[src/design/bqf_pkg.sv]
`default_nettype none

package bqf_pkg;

  // Coefficient registers are Q4.20 style signed words of fixed width.
  localparam int COEF_W    = 24;
  localparam int CFG_IDX_W = 3;
  localparam int STEP_W    = 3;

  // Configuration register indexes, also used as coefficient selects.
  typedef enum logic [CFG_IDX_W-1:0] {
    REG_PREGAIN = 3'd0,
    REG_FF0     = 3'd1,
    REG_FF1     = 3'd2,
    REG_FF2     = 3'd3,
    REG_FB1     = 3'd4,
    REG_FB2     = 3'd5
  } reg_idx_t;

  // Sample operand of the multiplier.
  typedef enum logic [2:0] {
    SMP_IN,
    SMP_S0,
    SMP_S1,
    SMP_S2,
    SMP_Y1,
    SMP_Y2
  } smp_sel_t;

  // Accumulator operation on the registered product.
  typedef enum logic [1:0] {
    ACC_NOP,
    ACC_LOAD,
    ACC_ADD,
    ACC_SUB
  } acc_op_t;

  // Use of the shared round/saturate unit.
  typedef enum logic [1:0] {
    RND_NONE,
    RND_PRE,
    RND_OUT
  } rnd_op_t;

  // Sequencing of a step.
  typedef enum logic [1:0] {
    SEQ_NEXT,
    SEQ_WAIT_IN,
    SEQ_WAIT_OUT
  } seq_op_t;

  typedef logic [STEP_W-1:0] step_t;

  // One control word.
  typedef struct packed {
    reg_idx_t coef_sel;
    smp_sel_t smp_sel;
    acc_op_t  acc_op;
    rnd_op_t  rnd_op;
    seq_op_t  seq_op;
    step_t    target;
  } ucode_t;

  // Control from the sequencer to the datapath.
  typedef struct packed {
    ucode_t uc;
    logic   fire;
  } ctl_t;

  localparam step_t STEP_IDLE = 3'd0;

  // Microprogram. The product register is loaded in every step, so the
  // accumulator works one step behind the multiplier.
  function automatic ucode_t ucode_rom(input step_t step);
    ucode_t uc;
    uc = '{coef_sel: REG_PREGAIN, smp_sel: SMP_IN, acc_op: ACC_NOP,
           rnd_op: RND_NONE, seq_op: SEQ_NEXT, target: STEP_IDLE};
    case (step)
      3'd0: begin
        // Wait for a sample; pregain times input is formed at the transfer.
        uc.seq_op = SEQ_WAIT_IN;
      end
      3'd1: begin
        uc.coef_sel = REG_FF1;
        uc.smp_sel  = SMP_S1;
        uc.rnd_op   = RND_PRE;
      end
      3'd2: begin
        uc.coef_sel = REG_FF0;
        uc.smp_sel  = SMP_S0;
        uc.acc_op   = ACC_LOAD;
      end
      3'd3: begin
        uc.coef_sel = REG_FF2;
        uc.smp_sel  = SMP_S2;
        uc.acc_op   = ACC_ADD;
      end
      3'd4: begin
        uc.coef_sel = REG_FB1;
        uc.smp_sel  = SMP_Y1;
        uc.acc_op   = ACC_ADD;
      end
      3'd5: begin
        uc.coef_sel = REG_FB2;
        uc.smp_sel  = SMP_Y2;
        uc.acc_op   = ACC_SUB;
      end
      3'd6: begin
        uc.acc_op = ACC_SUB;
      end
      3'd7: begin
        // Round the sum into the output register once it is free.
        uc.rnd_op = RND_OUT;
        uc.seq_op = SEQ_WAIT_OUT;
        uc.target = STEP_IDLE;
      end
      default: begin
        uc.seq_op = SEQ_WAIT_IN;
      end
    endcase
    return uc;
  endfunction

endpackage

`default_nettype wire

[src/design/bqf_rndsat.sv]
`default_nettype none

module bqf_rndsat #(
  parameter int SAMPLE_BITS    = 16,
  parameter int COEF_FRAC_BITS = 20,
  parameter int ACC_W          = 43
) (
  input  wire logic signed [ACC_W-1:0]       val,
  output logic signed      [SAMPLE_BITS-1:0] res,
  output logic                               clip
);

  localparam logic [ACC_W-1:0] HALF = ACC_W'(1) << (COEF_FRAC_BITS - 1);

  logic signed [ACC_W-1:0]          sum;
  logic signed [ACC_W-1:0]          shifted;
  logic [ACC_W-SAMPLE_BITS:0]       top;

  // Round to nearest with ties upward, then drop the fraction bits.
  assign sum     = val + $signed(HALF);
  assign shifted = sum >>> COEF_FRAC_BITS;
  assign top     = shifted[ACC_W-1:SAMPLE_BITS-1];

  // The value fits when all bits from the sample sign up agree.
  always_comb begin
    clip = !((&top) || !(|top));
    if (!clip) begin
      res = shifted[SAMPLE_BITS-1:0];
    end else if (shifted[ACC_W-1]) begin
      res = {1'b1, {(SAMPLE_BITS-1){1'b0}}};
    end else begin
      res = {1'b0, {(SAMPLE_BITS-1){1'b1}}};
    end
  end

endmodule

`default_nettype wire

[src/design/bqf_sequencer.sv]
`default_nettype none

module bqf_sequencer (
  input  wire logic        clk,
  input  wire logic        rst_n,
  input  wire logic        in_tvalid,
  output logic             in_tready,
  output logic             out_tvalid,
  input  wire logic        out_tready,
  output bqf_pkg::ctl_t    ctl
);

  import bqf_pkg::*;

  step_t  step_r, step_nxt;
  logic   out_valid_r, out_valid_nxt;
  ucode_t uc;
  logic   fire;

  assign uc = ucode_rom(step_r);

  // A step completes when its wait condition is met.
  always_comb begin
    unique case (uc.seq_op)
      SEQ_NEXT:     fire = 1'b1;
      SEQ_WAIT_IN:  fire = in_tvalid;
      SEQ_WAIT_OUT: fire = !out_valid_r || out_tready;
      default:      fire = 1'b0;
    endcase
  end

  // Step counter with a jump on the waiting steps.
  always_comb begin
    step_nxt = step_r;
    if (fire) begin
      if (uc.seq_op == SEQ_WAIT_OUT) begin
        step_nxt = uc.target;
      end else begin
        step_nxt = step_r + STEP_W'(1);
      end
    end
  end

  // The output register fills on the last step and empties on a transfer.
  always_comb begin
    out_valid_nxt = out_valid_r;
    if (fire && uc.rnd_op == RND_OUT) begin
      out_valid_nxt = 1'b1;
    end else if (out_tready) begin
      out_valid_nxt = 1'b0;
    end
  end

  always_ff @(posedge clk) begin
    if (!rst_n) begin
      step_r      <= STEP_IDLE;
      out_valid_r <= 1'b0;
    end else begin
      step_r      <= step_nxt;
      out_valid_r <= out_valid_nxt;
    end
  end

  assign in_tready  = (uc.seq_op == SEQ_WAIT_IN);
  assign out_tvalid = out_valid_r;
  assign ctl.uc     = uc;
  assign ctl.fire   = fire;

endmodule

`default_nettype wire

[src/design/bqf_datapath.sv]
`default_nettype none

module bqf_datapath #(
  parameter int SAMPLE_BITS    = 16,
  parameter int COEF_FRAC_BITS = 20
) (
  input  wire logic                                  clk,
  input  wire logic                                  rst_n,
  input  wire bqf_pkg::ctl_t                         ctl,
  input  wire logic                                  cfg_we,
  input  wire logic [bqf_pkg::CFG_IDX_W-1:0]         cfg_addr,
  input  wire logic [bqf_pkg::COEF_W-1:0]            cfg_wdata,
  input  wire logic signed [SAMPLE_BITS-1:0]         sample_in,
  output logic signed [SAMPLE_BITS-1:0]              sample_out,
  output logic                                       clipped
);

  import bqf_pkg::*;

  localparam int PROD_W = COEF_W + SAMPLE_BITS;
  localparam int ACC_W  = PROD_W + 3;
  localparam logic [COEF_W-1:0] COEF_ONE =
    (COEF_FRAC_BITS >= COEF_W - 1) ? {1'b0, {(COEF_W-1){1'b1}}}
                                   : COEF_W'(1) << COEF_FRAC_BITS;

  // Coefficient registers.
  logic signed [COEF_W-1:0] pregain_r, ff0_r, ff1_r, ff2_r, fb1_r, fb2_r;

  always_ff @(posedge clk) begin
    if (!rst_n) begin
      pregain_r <= COEF_ONE;
      ff0_r     <= COEF_ONE;
      ff1_r     <= '0;
      ff2_r     <= '0;
      fb1_r     <= '0;
      fb2_r     <= '0;
    end else if (cfg_we) begin
      case (cfg_addr)
        REG_PREGAIN: pregain_r <= cfg_wdata;
        REG_FF0:     ff0_r     <= cfg_wdata;
        REG_FF1:     ff1_r     <= cfg_wdata;
        REG_FF2:     ff2_r     <= cfg_wdata;
        REG_FB1:     fb1_r     <= cfg_wdata;
        REG_FB2:     fb2_r     <= cfg_wdata;
        default: ;
      endcase
    end
  end

  // Sample history and the current scaled input.
  logic signed [SAMPLE_BITS-1:0] s0_r, s1_r, s2_r, y1_r, y2_r;
  logic                          clip_r;

  // Operand selection and the shared multiplier.
  logic signed [COEF_W-1:0]      coef;
  logic signed [SAMPLE_BITS-1:0] smp;
  logic signed [PROD_W-1:0]      prod_r;

  always_comb begin
    unique case (ctl.uc.coef_sel)
      REG_PREGAIN: coef = pregain_r;
      REG_FF0:     coef = ff0_r;
      REG_FF1:     coef = ff1_r;
      REG_FF2:     coef = ff2_r;
      REG_FB1:     coef = fb1_r;
      REG_FB2:     coef = fb2_r;
      default:     coef = '0;
    endcase
  end

  always_comb begin
    unique case (ctl.uc.smp_sel)
      SMP_IN:  smp = sample_in;
      SMP_S0:  smp = s0_r;
      SMP_S1:  smp = s1_r;
      SMP_S2:  smp = s2_r;
      SMP_Y1:  smp = y1_r;
      SMP_Y2:  smp = y2_r;
      default: smp = '0;
    endcase
  end

  always_ff @(posedge clk) begin
    prod_r <= coef * smp;
  end

  // Accumulator, one step behind the multiplier.
  logic signed [ACC_W-1:0] acc_r, acc_nxt;
  logic signed [ACC_W-1:0] prod_ext;

  assign prod_ext = ACC_W'(prod_r);

  always_comb begin
    acc_nxt = acc_r;
    if (ctl.fire) begin
      case (ctl.uc.acc_op)
        ACC_LOAD: acc_nxt = prod_ext;
        ACC_ADD:  acc_nxt = acc_r + prod_ext;
        ACC_SUB:  acc_nxt = acc_r - prod_ext;
        default:  acc_nxt = acc_r;
      endcase
    end
  end

  always_ff @(posedge clk) begin
    acc_r <= acc_nxt;
  end

  // Shared round/saturate unit, fed by the product for the pregain stage
  // and by the accumulator for the output stage.
  logic signed [ACC_W-1:0]       rnd_in;
  logic signed [SAMPLE_BITS-1:0] rnd_res;
  logic                          rnd_clip;

  assign rnd_in = (ctl.uc.rnd_op == RND_PRE) ? prod_ext : acc_r;

  bqf_rndsat #(
    .SAMPLE_BITS    (SAMPLE_BITS),
    .COEF_FRAC_BITS (COEF_FRAC_BITS),
    .ACC_W          (ACC_W)
  ) u_rndsat (
    .val  (rnd_in),
    .res  (rnd_res),
    .clip (rnd_clip)
  );

  // Scaled input and the clip flag of the pregain stage.
  always_ff @(posedge clk) begin
    if (ctl.fire && ctl.uc.rnd_op == RND_PRE) begin
      s0_r   <= rnd_res;
      clip_r <= rnd_clip;
    end
  end

  // History shifts when a result is written out.
  always_ff @(posedge clk) begin
    if (!rst_n) begin
      s1_r <= '0;
      s2_r <= '0;
      y1_r <= '0;
      y2_r <= '0;
    end else if (ctl.fire && ctl.uc.rnd_op == RND_OUT) begin
      s2_r <= s1_r;
      s1_r <= s0_r;
      y2_r <= y1_r;
      y1_r <= rnd_res;
    end
  end

  // Output register.
  always_ff @(posedge clk) begin
    if (ctl.fire && ctl.uc.rnd_op == RND_OUT) begin
      sample_out <= rnd_res;
      clipped    <= clip_r || rnd_clip;
    end
  end

endmodule

`default_nettype wire

[src/design/biquad_filter_with_pregain_core.sv]
// An input transfer's result is loaded into the output register at the last step,
// or later while that register still holds an earlier result.
// Samples are processed one at a time by the single shared multiplier
// that runs the six products of the microprogram one step apart.
// A new sample is taken while an earlier result still waits for its transfer.
// Reset (rst_n low, synchronous) clears the history, loads pregain and ff0
// with one and all other coefficients with zero.
`default_nettype none

module biquad_filter_with_pregain_core #(
  parameter int SAMPLE_BITS    = 16,
  parameter int COEF_FRAC_BITS = 20
) (
  input  wire logic                              clk,
  input  wire logic                              rst_n,
  // tdata: sample_in
  input  wire logic [((SAMPLE_BITS+7)/8)*8-1:0]  in_tdata,
  input  wire logic                              in_tvalid,
  output logic                                   in_tready,
  // tdata: sample_out, clipped
  output logic [((SAMPLE_BITS+8)/8)*8-1:0]       out_tdata,
  output logic                                   out_tvalid,
  input  wire logic                              out_tready,
  input  wire logic                              cfg_we,
  input  wire logic [bqf_pkg::CFG_IDX_W-1:0]     cfg_addr,
  input  wire logic [bqf_pkg::COEF_W-1:0]        cfg_wdata
);

  import bqf_pkg::*;

  localparam int OUT_W = ((SAMPLE_BITS + 8) / 8) * 8;

  ctl_t                          ctl;
  logic signed [SAMPLE_BITS-1:0] sample_out;
  logic                          clipped;

  bqf_sequencer u_seq (
    .clk        (clk),
    .rst_n      (rst_n),
    .in_tvalid  (in_tvalid),
    .in_tready  (in_tready),
    .out_tvalid (out_tvalid),
    .out_tready (out_tready),
    .ctl        (ctl)
  );

  bqf_datapath #(
    .SAMPLE_BITS    (SAMPLE_BITS),
    .COEF_FRAC_BITS (COEF_FRAC_BITS)
  ) u_dp (
    .clk        (clk),
    .rst_n      (rst_n),
    .ctl        (ctl),
    .cfg_we     (cfg_we),
    .cfg_addr   (cfg_addr),
    .cfg_wdata  (cfg_wdata),
    .sample_in  (in_tdata[SAMPLE_BITS-1:0]),
    .sample_out (sample_out),
    .clipped    (clipped)
  );

  // Pack the result fields, padded to whole bytes.
  assign out_tdata = OUT_W'({clipped, sample_out});

  // Only one sample is in flight at a time.
  a_one_in_flight: assert property (@(posedge clk) disable iff (!rst_n)
    in_tvalid && in_tready |=> !in_tready)
    else $error("input accepted while a sample was still in work");

  // A result that appears in an empty output register is loaded at the last step of
  // the microprogram that its sample transfer started, with no wait in between.
  a_latency: assert property (@(posedge clk) disable iff (!rst_n)
    $rose(out_tvalid) |-> $past(in_tvalid && in_tready, 8))
    else $error("result appeared without a matching input transfer");

endmodule

`default_nettype wire

[config.mk]
export PLATFORM = sky130hd
export DESIGN_NAME = biquad_filter_with_pregain_core
export DESIGN_NICKNAME = d
export VERILOG_FILES = /design/src/design/bqf_pkg.sv /design/src/design/bqf_rndsat.sv /design/src/design/bqf_sequencer.sv /design/src/design/bqf_datapath.sv /design/src/design/biquad_filter_with_pregain_core.sv
export SDC_FILE = /design/constraint.sdc
export NUM_CORES = 2
export LEC_CHECK = 0
export ABC_AREA = 1
export BUFFER_PORTS_ARGS = -buffer_cell sky130_fd_sc_hd__buf_4
export CAP_MARGIN = 15
export CORE_AREA = 2 2 340 241
export DETAILED_ROUTE_END_ITERATION = 12
export DIE_AREA = 0 0 342 243
export PLACE_DENSITY = 0.51
export SLEW_MARGIN = 15
export SYNTH_ARGS = -nofsm -noshare
export SYNTH_HDL_FRONTEND = slang
export SYNTH_SLANG_ARGS = --single-unit
[constraint.sdc]
create_clock -name clk -period 23.4 [get_ports clk]
set_clock_uncertainty 0.05 [all_clocks]
set_input_delay 4.68 -clock clk [delete_from_list [all_inputs] [get_ports clk]]
set_output_delay 4.68 -clock clk [all_outputs]
set_load 0.03 [all_outputs]
## Word level (Yosys, flattened, before mapping)

Cells that the tools add are included.

- Bits in registers: 329
- Bits of input ports: 48
- Output and inout bits: 26
- Logic and storage cells: 92

- $add $sub $neg: 4
- Multipliers: 1
- Eq/ne operators: 29
- Muxes and demuxes: 14
- Reduce and logical (&&, ||, !) cells: 26

Operator list:

| operator | count |
|---|---|
| 24-bit one-hot mux with 6 select lines | 1 |
| 43-bit one-hot mux with 3 select lines | 1 |
| 16-bit one-hot mux with 6 select lines | 1 |
| 43-bit by 21-bit adder with 43-bit output (second input constant) | 1 |
| 43-bit by 40-bit adder with 43-bit output | 1 |
| 43-bit 2-to-1 mux | 1 |
| 43-bit by 40-bit subtractor with 43-bit output | 1 |
| 24-bit by 16-bit multiplier with 40-bit output | 1 |
| 16-bit 2-to-1 mux | 2 |
| 3-bit == test (second input constant) | 10 |
| 6-bit one-hot mux with 5 select lines | 1 |
| 3-bit by 2-bit == test with 1-bit output (second input constant) | 8 |
| 2-bit AND reduction | 7 |
| 3-bit by 1-bit == test with 1-bit output (second input constant) | 4 |
| 3-bit logical NOT | 4 |
| 2-bit == test (second input constant) | 4 |
| 2-bit one-hot mux with 2 select lines | 2 |
| 8-bit AND reduction | 1 |
| 8-bit OR reduction | 1 |
| 2-bit by 1-bit == test with 1-bit output (second input constant) | 3 |
| 2-bit one-hot mux with 3 select lines | 1 |
| 2-bit OR reduction | 2 |
| 3-bit by 1-bit adder with 3-bit output (second input constant) | 1 |
| 1-bit logical NOT | 3 |
| other kinds (8) | 12 |

## Depth between registers and ports, before layout

- Word-level depth: 10
- Depth in mapped cells: 38
- Depth with buffers taken out: 35

## By module

A second synthesis with hierarchy kept.

- Cell total of the unflattened synthesis: 4598
- Area, all modules: 33357.0 um^2

Modules (own cells, without submodules):

| module | times used | cells each | area each (um^2) | seq. area each (um^2) |
|---|---|---|---|---|
| bqf_datapath | 1 | 4318 | 31805.5 | 7277.0 |
| bqf_rndsat | 1 | 202 | 962.2 | 0.0 |
| bqf_sequencer | 1 | 69 | 525.5 | 80.1 |
| biquad_filter_with_pregain_core | 1 | 9 | 63.8 | 0.0 |

## Least setup slack after synthesis

OpenSTA, ideal clock, no wires.

- Path type: input -> register
- From: input port in_tdata[11]
- To: register u_dp.prod_r[32]
- Library setup time: 127 ps
- Arrival time: 10413 ps
- Data required time: 23223 ps
- Slack: 12811 ps
- Cell stages on the path: 25
- Path buffers: 1
- Path through: nand2_1 nand3_1 nor3_1 clkinv_1 clkbuf_1 nand2_1 fa_1 fa_1 inv_1 fa_1 fa_1 fa_1 inv_1 fa_1 inv_1 ha_1 a21oi_1 inv_1 a31oi_1 o21ai_0 a31oi_1 o21ai_0 a21oi_1 o21ai_0 xor2_1

- Longest elaborated chain between the ends: 2

Ends and longest elaborated chain:

| item | line | text |
|---|---|---|
| start: declaration | biquad_filter_with_pregain_core.sv:17 | `input wire logic [((SAMPLE_BITS+7)/8)*8-1:0] in_tdata,` |
| 16-bit one-hot mux with 6 select lines | bqf_datapath.sv:72 | `unique case (ctl.uc.smp_sel)` |
| 24-bit by 16-bit multiplier with 40-bit output | bqf_datapath.sv:84 | `prod_r <= coef * smp;` |
| end signal: assignment | bqf_datapath.sv:84 |  |
| end: declaration | bqf_datapath.sv:57 | `logic signed [PROD_W-1:0] prod_r;` |

No other way between the ends.
A chain may end at the register's enable or synchronous reset.

## Worst setup path in the final report

- From: input port in_tdata[10]
- To: register u_dp.prod_r[32]

The elaborated chain is that of the path after synthesis.

==> impl_metrics.ini <==
[route]
vias = 26900
routed_wl_mm = 100
viasPerCell = 5.05
drc = 0
detail-route-antenna-nets = 0
dr.pass1.iters = 5
drt_iter0_drc = 2283
wl_per_cell_um = 18.8

[global_routing]
grt_use_total_pct = 24.1
grt-ovfl-total = 0
antenna_found_initial = 0
grt_pass1_vias = 26000
grt_max_degree = 73
grt_pass1_wl_mm = 156

[sta]
setup_viol = 0
setup_slack_ns = 12.11
max_freq_ghz = 0.0886
fin_crit_sh_pct = 48.2
slew_violations = 0
setup_tns_ns = 0
relSlewSlack_pct = 24.5
rsz0062_at_grt = false
worst_pin_slew_ns = 1.13
layout_min_cycle_time_ns = 11.29
hold_viol = 0

[clocking]
cts_buffers = 39
clk_pin_slew_ns = 0.06
ctsHoldBuffers = 0
clock_sinks = 329
htree_levels = 2
postCtsSetupRepairBufs = 0
post_cts_resized = 0
cts_tree = yes
clk_path_buf_depth = 3
clock_latency_ns = 0.58
clock-root-buffer = clkbuf_16

[status]
status = completed

[die]
chipHeight_um = 243
core-area_mm2 = 0.0799
io_pins = 74
die_x_um = 342
initial_core_util_pct = 39.6
placementRows = 87
fp.dieArea_mm2 = 0.0831

[synthesis]
ys_seq_area_share_pct = 23.2
ys.flop_type = dfxtp_1
netlist_instances = 4204
yosysWarnings = 0
synth.avg_cell_area_um2 = 7.53
syn_area_mm2 = 0.0317
ys_ff_latch = 329
synth_cell_types = 56
synth.top_cell.area_share_pct = 23.7
synth-async-reset-ratio_pct = 0
synth_common_cells = 870 x inv_1, 712 x nand2_1, 559 x nor2_1, 375 x fa_1, 301 x o21ai_0
synth.top_cells.by_area = fa_1 24%, dfxtp_1 16%, inv_1 10%
synth_top_cell_by_area = fa_1
synth_most_common_cell = inv_1
synth_edf_count = 77

[flow_run]
maxCapViolations = 0

[finish]
syn_to_final_growth_pct = 9.54
antenna_cells = 0
nNetsFinal = 4800
fin_util_pct = 43.4
n_fill_cell = 8381
fin_cells = 5323
drive_gt1_share_pct = 6.11

[place]
place_ws_ns = 11.59
gp_congestion = 0.921
io_buffers = 66
dp.cells = 5256
hpwlAfterDp_mm = 78.2

[worst_setup_path]
rrSetupSlack_ns = 14.18
critPathLaunch = in_tdata[10]
cp_slowest_cell = clkinv_1
cp.required_ns = 23.79
critPathKind = input pin to register
crit_buf_inv = 6
worst-endpoint-arrival_ns = 11.68
worstSetupEndpointType = register
worstPathMaxFanout = 18
start_kind = input pin
cpMostUsedCell = fa_1
slowest_delay_ns = 0.80
cp_top_family = adder cells
r2r-start = u_seq.step_r[2]

[worst_hold_path]
hp-start = u_dp.ff2_r[7]
hold_class = register to register
==> cells in the final DEF (no fill, tap or decap), types with 4 or more instances in the layout <==
cell       instances
inv_1            870
nand2_1          711
nor2_1           559
fa_1             375
o21ai_0          300
dfxtp_1          252
a21oi_1          250
ha_1             148
buf_4            125
nand3_1          116
xor2_1            82
edfxtp_1          77
clkbuf_16         40
xnor2_1           31
o22ai_1           30
nor3_1            28
nand4_1           22
a31oi_1           18
nor3_2            17
or2_2             17
o221ai_1          16
clkinv_1          13
o211ai_1          13
a21o_1            12
clkbuf_1          12
inv_2              9
nor4_2             9
o21bai_1           9
o21a_1             8
nor2_2             7
a221oi_1           7
conb_1             7
and3_1             6
nand2_2            5
nor4_1             5
o21ai_1            4
==> flip-flops by register name, indices dropped and copies added, names as in the netlist <==
signal / flops
u_dp.acc_r: 43
u_dp.prod_r: 40
u_dp.fb1_r: 24
u_dp.fb2_r: 24
u_dp.ff0_r: 24
u_dp.ff1_r: 24
u_dp.ff2_r: 24
u_dp.pregain_r: 24
u_dp.s0_r: 16
u_dp.s1_r: 16
u_dp.s2_r: 16
u_dp.sample_out: 16
u_dp.y1_r: 16
u_dp.y2_r: 16
u_seq.step_r: 3
u_dp.clip_r: 1
u_dp.clipped: 1
u_seq.out_tvalid: 1
==> logic make-up (layout without fill, tap and decap cells) <==
kind of cell / Yosys count / in the layout / synth area share, %
AND/OR/NAND/NOR: 1516 / 1516 / 19.7
buffers and inverters: 1040 / 1085 / 12.7
AO/OA/AOI/OAI: 682 / 682 / 11.7
adder cells (fa/ha/maj): 523 / 523 / 29.6
flip-flops: 329 / 329 / 23.2
XOR/XNOR: 113 / 113 / 3.13
other: 1 / 7 / 0.0118
==> final cells by class <==
| type | instances | area (µm²) | share of cell area, % |
|---|---|---|---|
| multi-input combinational | 2841 | 20500 | 59.0 |
| sequential | 329 | 7360 | 21.2 |
| inverter | 893 | 3360 | 9.68 |
| tap | 1068 | 1340 | 3.85 |
| clock buffer | 55 | 1090 | 3.14 |
| timing repair buffer | 125 | 938 | 2.71 |
| clock inverter | 12 | 155 | 0.447 |
==> through the flow <==
step           area [µm²]  hold WS [ns]
3_3_place_gp        33400         0.385
2_1_floorplan       31700         0.374
4_1_cts             34700         0.401
3_5_place_dp        33400         0.393
6_report            34700         0.399
5_1_grt             34700         0.414
==> tightest hold or removal path, cell delays in order (launching register included) <==
cell	delay [ns]
dfxtp_1	0.31
inv_1	0.05
a21oi_1	0.05
==> path summary, 6_finish.rpt <==
path                            cells past startpoint         endpoint
worst max-delay path                               25  u_dp.prod_r[32]
worst max register to register                     33  u_dp.prod_r[32]
worst min register to register                      2    u_dp.ff2_r[7]
worst min-delay path                                2    u_dp.ff2_r[7]
==> layer usage <==
metal,global-route usage [%],up-vias,share of wire [%]
met4,3.64,0,1.3
met5,0,-,0
met3,4.61,75,8.3
li1,-,13000,-
met2,33.9,823,40
met1,38.4,13000,50
Power is not shown: default switching activity piles up to over one toggle a cycle in this logic, so the estimate is an artifact.
